`config.mk`:
```
export PLATFORM = sky130hd
export DESIGN_NAME = rcs_out_reg_flat
export DESIGN_NICKNAME = d
export VERILOG_FILES = /design/src/hdl/rcs_pkg.sv /design/src/hdl/rcs_rsp_if.sv /design/src/hdl/rcs_out_reg.sv /design/src/flat_wrapper.sv
export SDC_FILE = /design/constraint.sdc
export NUM_CORES = 1
export LEC_CHECK = 0
export CORE_ASPECT_RATIO = 0.75
export CORE_MARGIN = 10
export CORE_UTILIZATION = 45
export DETAILED_ROUTE_END_ITERATION = 16
export DONT_BUFFER_PORTS = 1
export SLEW_MARGIN = 25
export SYNTH_ARGS = -nofsm -noshare
export SYNTH_HDL_FRONTEND = slang
export SYNTH_SLANG_ARGS = --single-unit
```
`constraint.sdc`:
```
create_clock -name clk_i -period 2.6 [get_ports clk_i]
set_input_delay 0.13 -clock clk_i [delete_from_list [all_inputs] [get_ports clk_i]]
set_output_delay 0.13 -clock clk_i [all_outputs]
set_load 0.01 [all_outputs]
```
`src/hdl/rcs_pkg.sv`:
```
// Package with sizes, request codes and shared types of the row/column swap cell map.
`timescale 1ns / 1ps
`default_nettype none
package rcs_pkg;

  // Grid size.
  localparam int ROWS = 1024;
  localparam int COLS = 4096;

  // Map index widths, derived from the grid size.
  localparam int ROW_W    = (ROWS > 1) ? $clog2(ROWS) : 1;
  localparam int COL_W    = (COLS > 1) ? $clog2(COLS) : 1;
  localparam int MAP_W    = (ROW_W > COL_W) ? ROW_W : COL_W;
  localparam int INIT_LEN = (ROWS > COLS) ? ROWS : COLS;
  localparam int CNT_W    = (INIT_LEN > 1) ? $clog2(INIT_LEN) : 1;

  // Fixed field widths of the channels.
  localparam int REQ_W  = 2;
  localparam int IDX_W  = 13;
  localparam int CELL_W = 23;
  localparam int ROWP_W = 11;
  localparam int COLP_W = 13;

  // Request codes.
  typedef enum logic [REQ_W-1:0] {
    REQ_SWAP_ROW = 2'd0,
    REQ_SWAP_COL = 2'd1,
    REQ_QUERY    = 2'd2,
    REQ_LOCATE   = 2'd3
  } req_e;

  // Result codes.
  localparam logic STATUS_OK   = 1'b0;
  localparam logic STATUS_ERR  = 1'b1;
  localparam logic KIND_QUERY  = 1'b0;
  localparam logic KIND_LOCATE = 1'b1;

  // Access to one row map memory.
  typedef struct packed {
    logic             re;
    logic [ROW_W-1:0] raddr;
    logic             we;
    logic [ROW_W-1:0] waddr;
    logic [ROW_W-1:0] wdata;
  } row_cmd_t;

  // Access to one column map memory.
  typedef struct packed {
    logic             re;
    logic [COL_W-1:0] raddr;
    logic             we;
    logic [COL_W-1:0] waddr;
    logic [COL_W-1:0] wdata;
  } col_cmd_t;

  // One result item.
  typedef struct packed {
    logic              status;
    logic              result_kind;
    logic [CELL_W-1:0] cell_value;
    logic [ROWP_W-1:0] row_position;
    logic [COLP_W-1:0] col_position;
  } rsp_t;

endpackage
`default_nettype wire

```
`src/hdl/rcs_rsp_if.sv`:
```
// Result channel interface of the row/column swap cell map.
`timescale 1ns / 1ps
`default_nettype none
interface rcs_rsp_if import rcs_pkg::*; ();

  logic              valid;
  logic              ready;
  logic              status;
  logic              result_kind;
  logic [CELL_W-1:0] cell_value;
  logic [ROWP_W-1:0] row_position;
  logic [COLP_W-1:0] col_position;

  modport source (
    output valid, status, result_kind, cell_value, row_position, col_position,
    input  ready
  );

  modport sink (
    input  valid, status, result_kind, cell_value, row_position, col_position,
    output ready
  );

endinterface
`default_nettype wire

```
`src/hdl/rcs_out_reg.sv`:
```
// One-entry output register between the sequencer and the result channel.
`timescale 1ns / 1ps
`default_nettype none
module rcs_out_reg import rcs_pkg::*; (
  input  wire logic clk_i,
  input  wire logic rst_ni,
  input  wire logic res_valid_i,
  output logic      res_ready_o,
  input  wire rsp_t res_i,
  rcs_rsp_if.source rsp_o
);

  logic valid_q;
  rsp_t data_q;

  // The slot takes a new item when it is empty or drains in this cycle.
  assign res_ready_o = !valid_q || rsp_o.ready;

  always_ff @(posedge clk_i or negedge rst_ni) begin
    if (!rst_ni) begin
      valid_q <= 1'b0;
    end else if (res_valid_i && res_ready_o) begin
      valid_q <= 1'b1;
    end else if (rsp_o.ready) begin
      valid_q <= 1'b0;
    end
  end

  always_ff @(posedge clk_i) begin
    if (res_valid_i && res_ready_o) begin
      data_q <= res_i;
    end
  end

  // Drive the result channel.
  assign rsp_o.valid        = valid_q;
  assign rsp_o.status       = data_q.status;
  assign rsp_o.result_kind  = data_q.result_kind;
  assign rsp_o.cell_value   = data_q.cell_value;
  assign rsp_o.row_position = data_q.row_position;
  assign rsp_o.col_position = data_q.col_position;

endmodule
`default_nettype wire

```
`src/flat_wrapper.sv`:
```
// flat-port wrapper written by rule: the top's interface ports become plain ports
module rcs_out_reg_flat import rcs_pkg::*;
  (clk_i, rst_ni, res_valid_i, res_ready_o, res_i, rsp_o_valid, rsp_o_status, rsp_o_result_kind, rsp_o_cell_value, rsp_o_row_position, rsp_o_col_position, rsp_o_ready);
  rcs_rsp_if rsp_o_i ();
  input  wire logic clk_i;
  input  wire logic rst_ni;
  input  wire logic res_valid_i;
  output logic res_ready_o;
  input  wire rsp_t res_i;
  output wire logic [$bits(rsp_o_i.valid)-1:0] rsp_o_valid;
  output wire logic [$bits(rsp_o_i.status)-1:0] rsp_o_status;
  output wire logic [$bits(rsp_o_i.result_kind)-1:0] rsp_o_result_kind;
  output wire logic [$bits(rsp_o_i.cell_value)-1:0] rsp_o_cell_value;
  output wire logic [$bits(rsp_o_i.row_position)-1:0] rsp_o_row_position;
  output wire logic [$bits(rsp_o_i.col_position)-1:0] rsp_o_col_position;
  input wire logic [$bits(rsp_o_i.ready)-1:0] rsp_o_ready;
  assign rsp_o_valid = rsp_o_i.valid;
  assign rsp_o_status = rsp_o_i.status;
  assign rsp_o_result_kind = rsp_o_i.result_kind;
  assign rsp_o_cell_value = rsp_o_i.cell_value;
  assign rsp_o_row_position = rsp_o_i.row_position;
  assign rsp_o_col_position = rsp_o_i.col_position;
  assign rsp_o_i.ready = rsp_o_ready;
  rcs_out_reg u_core (.clk_i(clk_i), .rst_ni(rst_ni), .res_valid_i(res_valid_i), .res_ready_o(res_ready_o), .res_i(res_i), .rsp_o(rsp_o_i));
endmodule
```
# Word level (Yosys, flattened, before mapping)
# Index checks and enable logic that the tools add are counted.
[op_classes] magnitude_cmp=0 shifts=0 n_bitwise=0 addsub=0 eq_ne=0 n_div=0 mux=2 reduce_logical=4 mul=0
[op_table] op="$mux W1" n=2
[op_table] op="$reduce_bool A2 Y1" n=1
[op_table] op="$logic_and A1 B1 Y1" n=1
[op_table] op="$logic_not A1 Y1" n=1
[op_table] op="$logic_or A1 B1 Y1" n=1
[totals] ramBits=0 regBits=50 n_memories=0 output_inout_bits=51 in_bits=53 romBits=0 latchBits=0 wordCells=12

# Logic depth before layout (Yosys ltp)
[logic_depth] word_depth=4 mapped_depth=2 mapped_depth_nobuf=2

# Least setup slack after synthesis
# Ideal clock, no wire load.
[synth_timing] path_type="reg-to-reg" from="register u_core.valid_q, in the netlist u_core.rsp_o.valid" to="register u_core.data_q, in the netlist u_core.rsp_o.cell_value[0] (enable)" t_arrival_ns=0.981 n_path_buf=0 required_ns=2.232 stages_incl_launch_ff=3 setup_ns=0.368 slack_ns=1.251 cell_sequence="dfrtp_1 nand2b_4 and2_4"
[synth_between] elab_chain_cells=3
[synth_lines] element="start, declared" line="rcs_out_reg.sv:13" source="logic valid_q;"
[synth_lines] element="start signal, assigned" line="rcs_out_reg.sv:21" source="valid_q <= 1'b0;"
[synth_lines] element="start signal, assigned" line="rcs_out_reg.sv:23" source="valid_q <= 1'b1;"
[synth_lines] element="start signal, assigned" line="rcs_out_reg.sv:25" source="valid_q <= 1'b0;"
[synth_lines] element="$logic_not A1 Y1" line="rcs_out_reg.sv:17" source="assign res_ready_o = !valid_q || rsp_o.ready;"
[synth_lines] element="$logic_or A1 B1 Y1" line="rcs_out_reg.sv:17"
[synth_lines] element="named net res_ready_o" line="flat_wrapper.sv:8" source="output logic res_ready_o;"
[synth_lines] element="$logic_and A1 B1 Y1" line="rcs_out_reg.sv:30" source="if (res_valid_i && res_ready_o) begin"
[synth_lines] element="end signal, assigned" line="rcs_out_reg.sv:31" source="data_q <= res_i;"
[synth_lines] element="end, declared" line="rcs_out_reg.sv:14" source="rsp_t data_q;"
# The timed path passes the listed nets, and every way through them passes these cells.
# A chain may end at the register's enable or synchronous reset.

# Worst setup path in the final report
[layout_timing] from="register u_core.valid_q, in the netlist u_core.rsp_o.valid" to="register u_core.data_q, in the netlist u_core.rsp_o.col_position[4] (enable)"
# Same word-level chain as after synthesis.

==> results.txt <==
status: finished clean
DR WL/cell: 22.2 um
pwr/cell area: 678 nW/um^2
final hold violation count: 0
vias in the first global route: 832
row count: 18
Nets: 164
measured slew at the worst slew-check pin: 600 ps
Port-buffer cells: 0
Fmax achieved: 668 MHz
area leader, netlist: edfxtp_1
Period minus WS final: 1500 ps
GRT Total Usage: 10.7%
crit path launch: u_core.rsp_o.valid
Layout Area Growth over Synthesis: 41.8%
die height: 70.4 um
# fillers: 200
die area: 6140 sq um
Avg Inst Size Synth: 28.8 sq um
CP Class: reg2reg
share of cells above drive strength 1: 6.31%
# H-tree levels: 2
TritonCTS clock tree: yes
post-synthesis net count: 106
initial core utilization: 46.7%
VDD IR max: 0.475 mV
Hold Crit Class: in2async
Sum Neg Setup Slack: 0 ps
Via density: 4.74
FF-to-FF Start: u_core.rsp_o.valid
TritonRoute pass-1 iters: 2
crit path max fanout: 49
DR iter-0 viols: 41
vias: 715
most frequent cells in the layout: dlygate4sd3_1, edfxtp_1, clkbuf_8
Gate Count Post-Synth: 53
synthesized flop and latch total: 50
Clock Latency Late Sink: 290 ps
Worst Path Required: 2530 ps
detailed-route wire length: 3350 um
CP Capture Type: register
RSZ-0062 raised after global routing: false
Tcrit/Tclk final: 57.6%
final setup vio count: 0
Setup Skew: 2.19 ps
Antenna Nets Post-Route: 0
Root Buffer: clkbuf_8
die width: 87.2 um
sequential fraction of the synthesis area: 98.1%
mapped cell area: 1530 sq um
Pleak: 0.745 nW
share of the synthesized area in the top cell type: 96.5%
global-route wire length before repair: 4870 um
Top Ports: 104
Clock Sinks: 50
# diodes: 0
GRT overflow: 0
initial antenna violation count: 0
Clock transition at path regs: 80 ps
max_slew headroom: 60.0%
count of pins over their slew limit: 0
top post-synthesis cells by area: edfxtp_1, dfrtp_1, nand2b_4, and2_4, nand2b_1
max cap viols: 0
clk buf depth: 2
core box area: 3270 sq um
overall power: 1.47 mW
cts bufs inserted: 5
Post-route DRC: 0
commonest non-fill, non-tap cell in the layout: dlygate4sd3_1
largest net degree at the start of global routing: 50
Startpoint Class: register
Placer Congestion: 0.587
Netlist cell types: 5
yosys warns: 0
critical path arrival: 1430 ps
[area by class of cell]
| type | count | area (sq um) | share of cell area, % |
|---|---|---|---|
| clock buffers | 7 | 76.3 | 3.53 |
| flip-flops and latches | 50 | 1500 | 69.2 |
| well taps | 40 | 50.0 | 2.31 |
| repair buffers | 51 | 510 | 23.6 |
| multi-input cells | 3 | 28.8 | 1.33 |
[per-stage QoR]
step                      setup WS (ps)  util, %  std cells  cell area, sq um  hold WS, ps
after global placement             1130     48.2         93              1580         -166
after CTS                          1100     66.2        151              2160         42.1
final                              1100     66.2        151              2160         41.1
after floorplan                    1250        -         53              1530         -166
after global routing               1030     66.2        151              2160         38.9
after detailed placement           1110     48.2         93              1580         -166
[cells in the mapped netlist]
cell type / n
nand2b_4: 1
nand2b_1: 1
dfrtp_1: 1
edfxtp_1: 49
and2_4: 1
[where the power goes]
group	internal (mW)	leakage (nW)	switching [mW]
clock	0.185	0.0383	0.215
sequential	0.941	0.477	0.0409
combinational	0.0541	0.229	0.0303
total	1.18	0.745	0.286
[state kept, by name, summed over array words and instances, names as in the netlist]
name and count:
u_core.rsp_o.cell_value 23, u_core.rsp_o.col_position 13, u_core.rsp_o.result_kind 1, u_core.rsp_o.row_position 11, u_core.rsp_o.status 1, u_core.rsp_o.valid 1
[critical path, cell delays in order (launching register included)]
cell and delay, ps:
dfrtp_1 450, nand2b_4 120, and2_4 550
[routing by layer]
metal	global-route usage [%]	share of wire [%]	up-vias
li1	-	-	323
met1	9.90	34	322
met2	17.1	50	63
met3	8.34	14	7
met4	4.77	1.4	0
met5	0	0	-
[cells by family after synthesis]
| family | after synthesis | synth area share (%) |
|---|---|---|
| flip-flops | 50 | 98.1 |
| AND/OR/NAND/NOR | 3 | 1.89 |
[repair_timing]
item	CTS	global route
endpoints found under the hold margin	51	0
resized for setup	0	0
buffers inserted	0	0
endpoints found under the setup margin	0	0
hold buffers	51	0
[path summary, 6_finish.rpt]
kind | to | slack, ps | cells after the start
worst min-delay path | u_core.rsp_o.valid | 40 | 1
worst min register to register | u_core.rsp_o.valid | 650 | 2
min in group clk_i | u_core.rsp_o.valid | 60 | 2
worst max-delay path | u_core.rsp_o.col_position[4] | 1100 | 2
worst max register to register | u_core.rsp_o.col_position[4] | 1100 | 2
max in group asynchronous | u_core.rsp_o.valid | 2460 | 1
Power figures use the tool's default switching activity.
