**config.mk**
```make
export PLATFORM = sky130hd
export DESIGN_NAME = rcs_seq_flat
export DESIGN_NICKNAME = d
export VERILOG_FILES = /design/src/hdl/rcs_pkg.sv /design/src/hdl/rcs_req_if.sv /design/src/hdl/rcs_seq.sv /design/src/flat_wrapper.sv
export SDC_FILE = /design/constraint.sdc
export NUM_CORES = 1
export LEC_CHECK = 0
export ABC_AREA = 1
export BUFFER_PORTS_ARGS = -buffer_cell sky130_fd_sc_hd__clkbuf_2
export CAP_MARGIN = 20
export CORE_MARGIN = 10
export CORE_UTILIZATION = 32
export DETAILED_ROUTE_END_ITERATION = 12
export PLACE_DENSITY_LB_ADDON = 0.08
export SYNTH_ARGS = -nofsm -noshare
export SYNTH_HDL_FRONTEND = slang
export SYNTH_SLANG_ARGS = --single-unit
```
**constraint.sdc**
```tcl
create_clock -name clk_i -period 3.85 [get_ports clk_i]
set_clock_uncertainty 0.2 [all_clocks]
set_input_delay 0.77 -clock clk_i [delete_from_list [all_inputs] [get_ports clk_i]]
set_output_delay 0.77 -clock clk_i [all_outputs]
set_load 0.01 [all_outputs]
```
**src/hdl/rcs_pkg.sv**
```systemverilog
// Package with sizes, request codes and shared types of the row/column swap cell map.
`timescale 1ns / 1ps
`default_nettype none
package rcs_pkg;

  // Grid size.
  localparam int ROWS = 1024;
  localparam int COLS = 4096;

  // Map index widths, derived from the grid size.
  localparam int ROW_W    = (ROWS > 1) ? $clog2(ROWS) : 1;
  localparam int COL_W    = (COLS > 1) ? $clog2(COLS) : 1;
  localparam int MAP_W    = (ROW_W > COL_W) ? ROW_W : COL_W;
  localparam int INIT_LEN = (ROWS > COLS) ? ROWS : COLS;
  localparam int CNT_W    = (INIT_LEN > 1) ? $clog2(INIT_LEN) : 1;

  // Fixed field widths of the channels.
  localparam int REQ_W  = 2;
  localparam int IDX_W  = 13;
  localparam int CELL_W = 23;
  localparam int ROWP_W = 11;
  localparam int COLP_W = 13;

  // Request codes.
  typedef enum logic [REQ_W-1:0] {
    REQ_SWAP_ROW = 2'd0,
    REQ_SWAP_COL = 2'd1,
    REQ_QUERY    = 2'd2,
    REQ_LOCATE   = 2'd3
  } req_e;

  // Result codes.
  localparam logic STATUS_OK   = 1'b0;
  localparam logic STATUS_ERR  = 1'b1;
  localparam logic KIND_QUERY  = 1'b0;
  localparam logic KIND_LOCATE = 1'b1;

  // Access to one row map memory.
  typedef struct packed {
    logic             re;
    logic [ROW_W-1:0] raddr;
    logic             we;
    logic [ROW_W-1:0] waddr;
    logic [ROW_W-1:0] wdata;
  } row_cmd_t;

  // Access to one column map memory.
  typedef struct packed {
    logic             re;
    logic [COL_W-1:0] raddr;
    logic             we;
    logic [COL_W-1:0] waddr;
    logic [COL_W-1:0] wdata;
  } col_cmd_t;

  // One result item.
  typedef struct packed {
    logic              status;
    logic              result_kind;
    logic [CELL_W-1:0] cell_value;
    logic [ROWP_W-1:0] row_position;
    logic [COLP_W-1:0] col_position;
  } rsp_t;

endpackage
`default_nettype wire

```
**src/hdl/rcs_req_if.sv**
```systemverilog
// Request channel interface of the row/column swap cell map.
`timescale 1ns / 1ps
`default_nettype none
interface rcs_req_if import rcs_pkg::*; ();

  logic              valid;
  logic              ready;
  logic [REQ_W-1:0]  req_type;
  logic [IDX_W-1:0]  index_a;
  logic [IDX_W-1:0]  index_b;
  logic [CELL_W-1:0] cell_number;

  modport source (
    output valid, req_type, index_a, index_b, cell_number,
    input  ready
  );

  modport sink (
    input  valid, req_type, index_a, index_b, cell_number,
    output ready
  );

endinterface
`default_nettype wire

```
**src/hdl/rcs_seq.sv**
```systemverilog
// Request sequencer: clearing pass, range checks, map reads, swaps and result forming.
`timescale 1ns / 1ps
`default_nettype none
module rcs_seq import rcs_pkg::*; (
  input  wire logic             clk_i,
  input  wire logic             rst_ni,
  rcs_req_if.sink               req_i,
  output row_cmd_t              row_src_cmd_o,
  output row_cmd_t              row_plc_cmd_o,
  output col_cmd_t              col_src_cmd_o,
  output col_cmd_t              col_plc_cmd_o,
  input  wire logic [ROW_W-1:0] row_src_rdata_i,
  input  wire logic [ROW_W-1:0] row_plc_rdata_i,
  input  wire logic [COL_W-1:0] col_src_rdata_i,
  input  wire logic [COL_W-1:0] col_plc_rdata_i,
  output logic                  res_valid_o,
  input  wire logic             res_ready_i,
  output rsp_t                  res_o
);

  typedef enum logic [2:0] {
    ST_INIT,
    ST_IDLE,
    ST_SWAP_RD,
    ST_SWAP_WR1,
    ST_SWAP_WR2,
    ST_RESULT
  } state_e;

  state_e            state_q, state_d;
  logic [CNT_W-1:0]  cnt_q, cnt_d;
  req_e              kind_q, kind_d;
  logic              err_q, err_d;
  logic [MAP_W-1:0]  a0_q, a0_d;
  logic [MAP_W-1:0]  b0_q, b0_d;
  logic [MAP_W-1:0]  sa_q, sa_d;

  req_e              req_kind;
  logic              accept;
  logic              req_err;
  logic              a_row_ok, b_row_ok, a_col_ok, b_col_ok, n_ok;
  logic [IDX_W-1:0]  a_dec, b_dec;
  logic [MAP_W-1:0]  a0, b0;
  logic [CELL_W-1:0] n0;
  logic              row_sel;
  logic [MAP_W-1:0]  src_rdata;

  // Decode and range check of the offered item.
  assign req_kind = req_e'(req_i.req_type);
  assign accept   = req_i.valid && req_i.ready;
  assign a_dec    = req_i.index_a - IDX_W'(1);
  assign b_dec    = req_i.index_b - IDX_W'(1);
  assign a0       = MAP_W'(a_dec);
  assign b0       = MAP_W'(b_dec);
  assign n0       = req_i.cell_number - CELL_W'(1);
  assign a_row_ok = (req_i.index_a != '0) && (32'(req_i.index_a) <= ROWS);
  assign b_row_ok = (req_i.index_b != '0) && (32'(req_i.index_b) <= ROWS);
  assign a_col_ok = (req_i.index_a != '0) && (32'(req_i.index_a) <= COLS);
  assign b_col_ok = (req_i.index_b != '0) && (32'(req_i.index_b) <= COLS);
  assign n_ok     = (req_i.cell_number != '0) &&
                    (64'(req_i.cell_number) <= 64'(ROWS) * 64'(COLS));

  always_comb begin
    unique case (req_kind)
      REQ_SWAP_ROW: req_err = !(a_row_ok && b_row_ok);
      REQ_SWAP_COL: req_err = !(a_col_ok && b_col_ok);
      REQ_QUERY:    req_err = !(a_row_ok && b_col_ok);
      REQ_LOCATE:   req_err = !n_ok;
      default:      req_err = 1'b1;
    endcase
  end

  // Source entry read back during a swap, from the map that the swap touches.
  assign row_sel   = (kind_q == REQ_SWAP_ROW);
  assign src_rdata = row_sel ? MAP_W'(row_src_rdata_i) : MAP_W'(col_src_rdata_i);

  // Next state and memory accesses.
  always_comb begin
    state_d       = state_q;
    cnt_d         = cnt_q;
    kind_d        = kind_q;
    err_d         = err_q;
    a0_d          = a0_q;
    b0_d          = b0_q;
    sa_d          = sa_q;
    row_src_cmd_o = '0;
    row_plc_cmd_o = '0;
    col_src_cmd_o = '0;
    col_plc_cmd_o = '0;
    unique case (state_q)
      ST_INIT: begin
        // Clearing pass: every map entry gets its own index.
        row_src_cmd_o.we    = (32'(cnt_q) < ROWS);
        row_src_cmd_o.waddr = ROW_W'(cnt_q);
        row_src_cmd_o.wdata = ROW_W'(cnt_q);
        row_plc_cmd_o.we    = (32'(cnt_q) < ROWS);
        row_plc_cmd_o.waddr = ROW_W'(cnt_q);
        row_plc_cmd_o.wdata = ROW_W'(cnt_q);
        col_src_cmd_o.we    = (32'(cnt_q) < COLS);
        col_src_cmd_o.waddr = COL_W'(cnt_q);
        col_src_cmd_o.wdata = COL_W'(cnt_q);
        col_plc_cmd_o.we    = (32'(cnt_q) < COLS);
        col_plc_cmd_o.waddr = COL_W'(cnt_q);
        col_plc_cmd_o.wdata = COL_W'(cnt_q);
        cnt_d = cnt_q + CNT_W'(1);
        if (cnt_q == CNT_W'(INIT_LEN - 1)) begin
          state_d = ST_IDLE;
        end
      end
      ST_IDLE: begin
        // Reads for the accepted item go out in the same cycle.
        row_src_cmd_o.raddr = ROW_W'(a0);
        col_src_cmd_o.raddr = (req_kind == REQ_SWAP_COL) ? COL_W'(a0) : COL_W'(b0);
        row_plc_cmd_o.raddr = ROW_W'(n0 / COLS);
        col_plc_cmd_o.raddr = COL_W'(n0 % COLS);
        if (accept) begin
          row_src_cmd_o.re = 1'b1;
          row_plc_cmd_o.re = 1'b1;
          col_src_cmd_o.re = 1'b1;
          col_plc_cmd_o.re = 1'b1;
          kind_d = req_kind;
          err_d  = req_err;
          a0_d   = a0;
          b0_d   = b0;
          if (!req_err && (req_kind == REQ_SWAP_ROW || req_kind == REQ_SWAP_COL)) begin
            state_d = ST_SWAP_RD;
          end else begin
            state_d = ST_RESULT;
          end
        end
      end
      ST_SWAP_RD: begin
        // Keep the source of the first index, fetch the source of the second.
        sa_d = src_rdata;
        if (row_sel) begin
          row_src_cmd_o.re    = 1'b1;
          row_src_cmd_o.raddr = ROW_W'(b0_q);
        end else begin
          col_src_cmd_o.re    = 1'b1;
          col_src_cmd_o.raddr = COL_W'(b0_q);
        end
        state_d = ST_SWAP_WR1;
      end
      ST_SWAP_WR1: begin
        // The first index takes the second source; that source now sits at the first index.
        if (row_sel) begin
          row_src_cmd_o.we    = 1'b1;
          row_src_cmd_o.waddr = ROW_W'(a0_q);
          row_src_cmd_o.wdata = ROW_W'(src_rdata);
          row_plc_cmd_o.we    = 1'b1;
          row_plc_cmd_o.waddr = ROW_W'(src_rdata);
          row_plc_cmd_o.wdata = ROW_W'(a0_q);
        end else begin
          col_src_cmd_o.we    = 1'b1;
          col_src_cmd_o.waddr = COL_W'(a0_q);
          col_src_cmd_o.wdata = COL_W'(src_rdata);
          col_plc_cmd_o.we    = 1'b1;
          col_plc_cmd_o.waddr = COL_W'(src_rdata);
          col_plc_cmd_o.wdata = COL_W'(a0_q);
        end
        state_d = ST_SWAP_WR2;
      end
      ST_SWAP_WR2: begin
        // The second index takes the first source, and its inverse entry follows.
        if (row_sel) begin
          row_src_cmd_o.we    = 1'b1;
          row_src_cmd_o.waddr = ROW_W'(b0_q);
          row_src_cmd_o.wdata = ROW_W'(sa_q);
          row_plc_cmd_o.we    = 1'b1;
          row_plc_cmd_o.waddr = ROW_W'(sa_q);
          row_plc_cmd_o.wdata = ROW_W'(b0_q);
        end else begin
          col_src_cmd_o.we    = 1'b1;
          col_src_cmd_o.waddr = COL_W'(b0_q);
          col_src_cmd_o.wdata = COL_W'(sa_q);
          col_plc_cmd_o.we    = 1'b1;
          col_plc_cmd_o.waddr = COL_W'(sa_q);
          col_plc_cmd_o.wdata = COL_W'(b0_q);
        end
        state_d = ST_IDLE;
      end
      ST_RESULT: begin
        if (res_ready_i) begin
          state_d = ST_IDLE;
        end
      end
      default: begin
        state_d = ST_INIT;
        cnt_d   = '0;
      end
    endcase
  end

  // Result item, formed from the read data that the memories hold.
  always_comb begin
    res_o             = '0;
    res_o.status      = err_q ? STATUS_ERR : STATUS_OK;
    res_o.result_kind = (kind_q == REQ_LOCATE) ? KIND_LOCATE : KIND_QUERY;
    if (!err_q && kind_q == REQ_QUERY) begin
      res_o.cell_value = CELL_W'(row_src_rdata_i) * CELL_W'(COLS)
                       + CELL_W'(col_src_rdata_i) + CELL_W'(1);
    end
    if (!err_q && kind_q == REQ_LOCATE) begin
      res_o.row_position = ROWP_W'(row_plc_rdata_i) + ROWP_W'(1);
      res_o.col_position = COLP_W'(col_plc_rdata_i) + COLP_W'(1);
    end
  end

  assign res_valid_o = (state_q == ST_RESULT);
  assign req_i.ready = (state_q == ST_IDLE);

  // State and item registers.
  always_ff @(posedge clk_i or negedge rst_ni) begin
    if (!rst_ni) begin
      state_q <= ST_INIT;
      cnt_q   <= '0;
    end else begin
      state_q <= state_d;
      cnt_q   <= cnt_d;
    end
  end

  always_ff @(posedge clk_i) begin
    kind_q <= kind_d;
    err_q  <= err_d;
    a0_q   <= a0_d;
    b0_q   <= b0_d;
    sa_q   <= sa_d;
  end

  // A valid swap gives no result while it runs.
  a_swap_quiet: assert property (@(posedge clk_i) disable iff (!rst_ni)
    (accept && !req_err && (req_kind == REQ_SWAP_ROW || req_kind == REQ_SWAP_COL))
    |=> !res_valid_o ##1 !res_valid_o ##1 !res_valid_o)
    else $error("Swap item produced a result.");

  // A forward map and its inverse are always written together.
  a_pair_write: assert property (@(posedge clk_i) disable iff (!rst_ni)
    (row_src_cmd_o.we == row_plc_cmd_o.we) && (col_src_cmd_o.we == col_plc_cmd_o.we))
    else $error("Forward and inverse map writes out of step.");

  // A result waiting for the output register holds its value.
  a_res_hold: assert property (@(posedge clk_i) disable iff (!rst_ni)
    (res_valid_o && !res_ready_i) |=> (res_valid_o && $stable(res_o)))
    else $error("Pending result changed.");

  // One item at a time: no accept right after an accept.
  a_one_item: assert property (@(posedge clk_i) disable iff (!rst_ni)
    accept |=> !req_i.ready)
    else $error("Item accepted while another is in work.");

endmodule
`default_nettype wire

```
**src/flat_wrapper.sv**
```systemverilog
// flat-port wrapper written by rule: the top's interface ports become plain ports
module rcs_seq_flat import rcs_pkg::*;
  (clk_i, rst_ni, row_src_cmd_o, row_plc_cmd_o, col_src_cmd_o, col_plc_cmd_o, row_src_rdata_i, row_plc_rdata_i, col_src_rdata_i, col_plc_rdata_i, res_valid_o, res_ready_i, res_o, req_i_valid, req_i_req_type, req_i_index_a, req_i_index_b, req_i_cell_number, req_i_ready);
  rcs_req_if req_i_i ();
  input  wire logic clk_i;
  input  wire logic rst_ni;
  output row_cmd_t row_src_cmd_o;
  output row_cmd_t row_plc_cmd_o;
  output col_cmd_t col_src_cmd_o;
  output col_cmd_t col_plc_cmd_o;
  input  wire logic [ROW_W-1:0] row_src_rdata_i;
  input  wire logic [ROW_W-1:0] row_plc_rdata_i;
  input  wire logic [COL_W-1:0] col_src_rdata_i;
  input  wire logic [COL_W-1:0] col_plc_rdata_i;
  output logic res_valid_o;
  input  wire logic res_ready_i;
  output rsp_t res_o;
  input wire logic [$bits(req_i_i.valid)-1:0] req_i_valid;
  input wire logic [$bits(req_i_i.req_type)-1:0] req_i_req_type;
  input wire logic [$bits(req_i_i.index_a)-1:0] req_i_index_a;
  input wire logic [$bits(req_i_i.index_b)-1:0] req_i_index_b;
  input wire logic [$bits(req_i_i.cell_number)-1:0] req_i_cell_number;
  output wire logic [$bits(req_i_i.ready)-1:0] req_i_ready;
  assign req_i_i.valid = req_i_valid;
  assign req_i_i.req_type = req_i_req_type;
  assign req_i_i.index_a = req_i_index_a;
  assign req_i_i.index_b = req_i_index_b;
  assign req_i_i.cell_number = req_i_cell_number;
  assign req_i_ready = req_i_i.ready;
  rcs_seq u_core (.clk_i(clk_i), .rst_ni(rst_ni), .req_i(req_i_i), .row_src_cmd_o(row_src_cmd_o), .row_plc_cmd_o(row_plc_cmd_o), .col_src_cmd_o(col_src_cmd_o), .col_plc_cmd_o(col_plc_cmd_o), .row_src_rdata_i(row_src_rdata_i), .row_plc_rdata_i(row_plc_rdata_i), .col_src_rdata_i(col_src_rdata_i), .col_plc_rdata_i(col_plc_rdata_i), .res_valid_o(res_valid_o), .res_ready_i(res_ready_i), .res_o(res_o));
endmodule
```
==> After elaboration in Yosys (flattened, before gate mapping) <==
Cells that the tools add are included.
{ "totals": {"ff_bits": 54, "latchBits": 0, "ram_bits": 0, "rom_bits": 0, "inputBits": 99, "output_inout_bits": 191, "wordCells": 95, "n_memories": 0} }
{ "op_classes": {"addsub": 8, "multipliers": 0, "n_div": 0, "order_cmp": 6, "n_eq_ne": 14, "n_shift": 0, "mux": 32, "bitwise_logic": 0, "reduce_logical": 28} }
{ "ops": {"columns": ["cell", "count"], "rows": [
  ["25-bit one-hot mux with 3 select lines", 2],
  ["21-bit one-hot mux with 3 select lines", 2],
  ["25-bit 2-to-1 mux", 4],
  ["21-bit 2-to-1 mux", 4],
  ["13-bit by 11-bit less-or-equal comparator with 1-bit output (second input constant)", 2],
  ["13-bit less-or-equal comparator (second input constant)", 2],
  ["13-bit 2-to-1 mux", 2],
  ["13-bit one-hot mux with 2 select lines", 1],
  ["13-bit nonzero test", 2],
  ["12-bit 2-to-1 mux", 2],
  ["24-bit 2-to-1 mux", 1],
  ["12-bit one-hot mux with 2 select lines", 1],
  ["12-bit by 1-bit subtractor with 12-bit output (second input constant)", 2],
  ["22-bit by 12-bit adder with 23-bit output", 1],
  ["23-bit by 1-bit adder with 23-bit output (second input constant)", 1],
  ["23-bit less-or-equal comparator (second input constant)", 1],
  ["23-bit 2-to-1 mux", 1],
  ["23-bit nonzero test", 1],
  ["11-bit 2-to-1 mux", 2],
  ["11-bit one-hot mux with 2 select lines", 1],
  ["22-bit by 1-bit subtractor with 22-bit output (second input constant)", 1],
  ["3-bit one-hot mux with 6 select lines", 1],
  ["12-bit by 1-bit adder with 13-bit output (second input constant)", 1],
  ["12-bit by 1-bit adder with 12-bit output (second input constant)", 1],
  ["other kinds (21)", 49]
]} }

==> Depth between registers and ports, before layout <==
{ "logic_depth": {"word_depth": 10, "mapped_depth": 15, "mapped_depth_nobuf": 15} }

==> Least setup slack after synthesis <==
Ideal clock, no wire load.
{ "synth_timing": {"kind": "register to output", "startpoint": "reg u_core.state_q[2]", "endpoint": "out row_plc_cmd_o[31] in the netlist's numbering", "t_arrival_ps": 2768, "required_time_ps": 2880, "slack_ps": 112, "path_stages_with_launch": 8, "path_buffers": 2, "cell_sequence": "dfrtp_1 -> inv_2 -> nand2_1 -> nor2_1 -> inv_2 -> clkbuf_1 -> nor2_1 -> buf_4"} }
{ "synth_rtl": {"columns": ["element", "line", "source"], "rows": [
  ["start: declaration", "rcs_seq.sv:30", "state_e state_q, state_d;"],
  ["start signal: assignment", "rcs_seq.sv:218", "state_q <= state_d;"],
  ["end: declaration", "flat_wrapper.sv:8", "output row_cmd_t row_plc_cmd_o;"]
]} }

==> flow_metrics.env <==
export IMPL_status="finished, final reports clean"
export IMPL_dp_hpwl_mm=20.8
export IMPL_ys_async_sr_fraction_pct=27.8
export IMPL_drv_slew=0
export IMPL_coreArea_um2=17800
export IMPL_cp_arrival_ns=2.51
export IMPL_crit_path_start_kind="flip-flop"
export IMPL_ys_warn_count=0
export IMPL_drc=0
export IMPL_yosys_most_used_dff="edfxtp_1"
export IMPL_r2r_start="u_core.state_q[0]"
export IMPL_cp_num_buf_inv=4
export IMPL_setup_violations=0
export IMPL_postLayoutCoreUtil_pct=41.1
export IMPL_track_usage_pct=19.4
export IMPL_grt_pass1_wl_mm=37.3
export IMPL_vias=6674
export IMPL_startpoint="u_core.state_q[1]"
export IMPL_relSlewSlack_pct=49.1
export IMPL_ys_seq_elements=54
export IMPL_cts_root_buf="clkbuf_16"
export IMPL_h_tree_depth=2
export IMPL_post_cts_resized=0
export IMPL_dieArea_um2=23800
export IMPL_rsz0062_at_grt="false"
export IMPL_ant_nets=0
export IMPL_syn_inst=885
export IMPL_synth_area_per_cell_um2=6.53
export IMPL_cts_tree="done"
export IMPL_powerDensity_nw_per_um2=479
export IMPL_grt_pass1_vias=6476
export IMPL_die_w_um=154
export IMPL_required_ns=2.88
export IMPL_clk_latency_ns=0.31
export IMPL_synth_top_area_cell="edfxtp_1"
export IMPL_initial_core_util_pct=32.4
export IMPL_cts_inserted_buffers=5
export IMPL_layout_drive_gt1_share_pct=32.1
export IMPL_synth_top_area_share_pct=20.3
export IMPL_synth_common_cells="161 x nand2_1, 133 x nor2_1, 122 x inv_1, 59 x a21oi_1, 48 x buf_4"
export IMPL_hold_buffers=0
export IMPL_tns_ns=0
export IMPL_synth_edf_count=39
export IMPL_ys_types=49
export IMPL_netlist_area_um2=5780
export IMPL_slowest_delay_ns=0.50
export IMPL_fmax_ghz=0.288
export IMPL_ys_seq_area_share_pct=26.8
export IMPL_wl_per_cell_um=18.0
export IMPL_antenna_found_initial=0
export IMPL_setup_worst_path_end_class="output pin"
export IMPL_grt_max_degree=27
export IMPL_path_max_fanout=18
export IMPL_clock_sinks=54
export IMPL_nets=1236
export IMPL_antennaDiodeCount=0
export IMPL_cp_cell_sequence="inv_2 -> nand2_1 -> nor2_2 -> inv_2 -> nor2_4 -> inv_2 -> o221ai_1 -> clkbuf_2"
export IMPL_gp_congestion=0.899
export IMPL_tightest_slew_ns=0.761
export IMPL_rows=49
export IMPL_clkTransAtPathRegs_ns=0.08
export IMPL_finalCritPeriodShare_pct=90.3
export IMPL_yosysMostFrequentCell="nand2_1"
export IMPL_crit_type="flip-flop to output pin"
export IMPL_cap_violations=0
export IMPL_cts_path_max_buffers=2
export IMPL_drt_iter0_drc=427
export IMPL_min_period_ns=3.48
export IMPL_dr_pass1_iters=5
export IMPL_cpLargestDelayFamily="buffers and inverters"
export IMPL_ir_worst_vdd_v=0.000232
export IMPL_syn_num_nets=993
export IMPL_synth_area_leaders="edfxtp_1 20%, nand2_1 10%, nor2_1 8.6%"
export IMPL_crit_top_cell="inv_2"
export IMPL_slowest_stage="o221ai_1"
export IMPL_dieHeight_um=154
export IMPL_cts_setup_buffers=0
export IMPL_io_buffers=289
export IMPL_grt_overflow_total=0
export IMPL_routed_wirelength_mm=24.5
export IMPL_p_leak_nw=3.83
export IMPL_hold_viol=0
export IMPL_min_path_type="input port to async pin"
export IMPL_io_pins=290
export IMPL_drt_vias_per_instance=4.91
export IMPL_area_growth_pct=26.9
## metrics by stage
| stage | instances | instance area (µm²) | total power [mW] | worst slack [ns] | hold slack, ns |
|---|---|---|---|---|---|
| floorplan | 885 | 5780 | 2.23 | 0.112 | 0.274 |
| global placement | 1350 | 7180 | 3.08 | 0.488 | 0.318 |
| detailed placement | 1350 | 7180 | 3.07 | 0.457 | 0.320 |
| CTS | 1358 | 7330 | 3.57 | 0.259 | 0.185 |
| global route | 1358 | 7330 | 3.80 | 0.150 | 0.191 |
| finish | 1358 | 7330 | 3.51 | 0.374 | 0.180 |
## report_power, final
group	total, mW	leakage [nW]	switching [mW]	internal, mW
logic	2.17	3.20	1.44	0.729
registers	0.850	0.555	0.0868	0.763
clock network	0.489	0.0745	0.226	0.263
total	3.51	3.83	1.76	1.75
## cells in the final DEF, fill, tap and decap left out, drive strengths merged, types with 16 or more instances in the layout
master    n
nor2    149
nor3     33
inv     142
nand2   167
a21oi    59
nand3    39
edfxtp   39
o22ai    16
o211ai   19
o21ai    44
clkbuf  296
## cell families after synthesis
kind of cell	after synthesis	share of synthesized area, %
flops	54	26.8
buf+inv	209	16.8
fa+ha+maj	9	1.95
xor+xnor	19	2.88
simple gates	416	32.8
compound gates	178	18.9
## registers in the layout, indices dropped and copies added (netlist names)
signal	count
u_core.err_q	1
u_core.sa_q	12
u_core.state_q	3
u_core.b0_q	12
u_core.cnt_q	12
u_core.a0_q	12
u_core.kind_q	2
## layer usage
| metal | up-vias | part of all wire [%] | track usage, % | wire (µm) |
|---|---|---|---|---|
| li1 | 3384 | - | - | - |
| met1 | 3014 | 42 | 23.8 | 10400 |
| met2 | 266 | 47 | 32.7 | 11600 |
| met3 | 10 | 9.3 | 6.71 | 2270 |
| met4 | 0 | 0.83 | 3.06 | 204 |
| met5 | - | 0 | 0 | 0 |
## final timing paths
check	end	slack, ns	cells past startpoint
setup / recovery	col_plc_cmd_o[4]	0.37	8
hold / removal	u_core.cnt_q[7]	0.18	1
setup reg to reg	u_core.a0_q[8]	1.73	5
hold reg to reg	u_core.cnt_q[8]	0.33	1
max in group asynchronous	u_core.state_q[1]	2.97	1
min in group clk_i	u_core.cnt_q[8]	0.33	1
## worst reg2reg max path, delay by kind of cell (launching register included)
family,cells,cell delay [ns]
buf+inv,2,0.36
simple gates,3,0.81
flops,1,0.45
## area by class of cell
type	instances	area (µm²)
clock buffer	7	143
clock inverter	1	8.76
fill	1962	10500
inverter	142	533
multi-input combinational	622	3260
sequential	54	1550
tap	229	287
timing repair buffer	303	1550
Note: power is estimated with default switching activity, not from simulation.
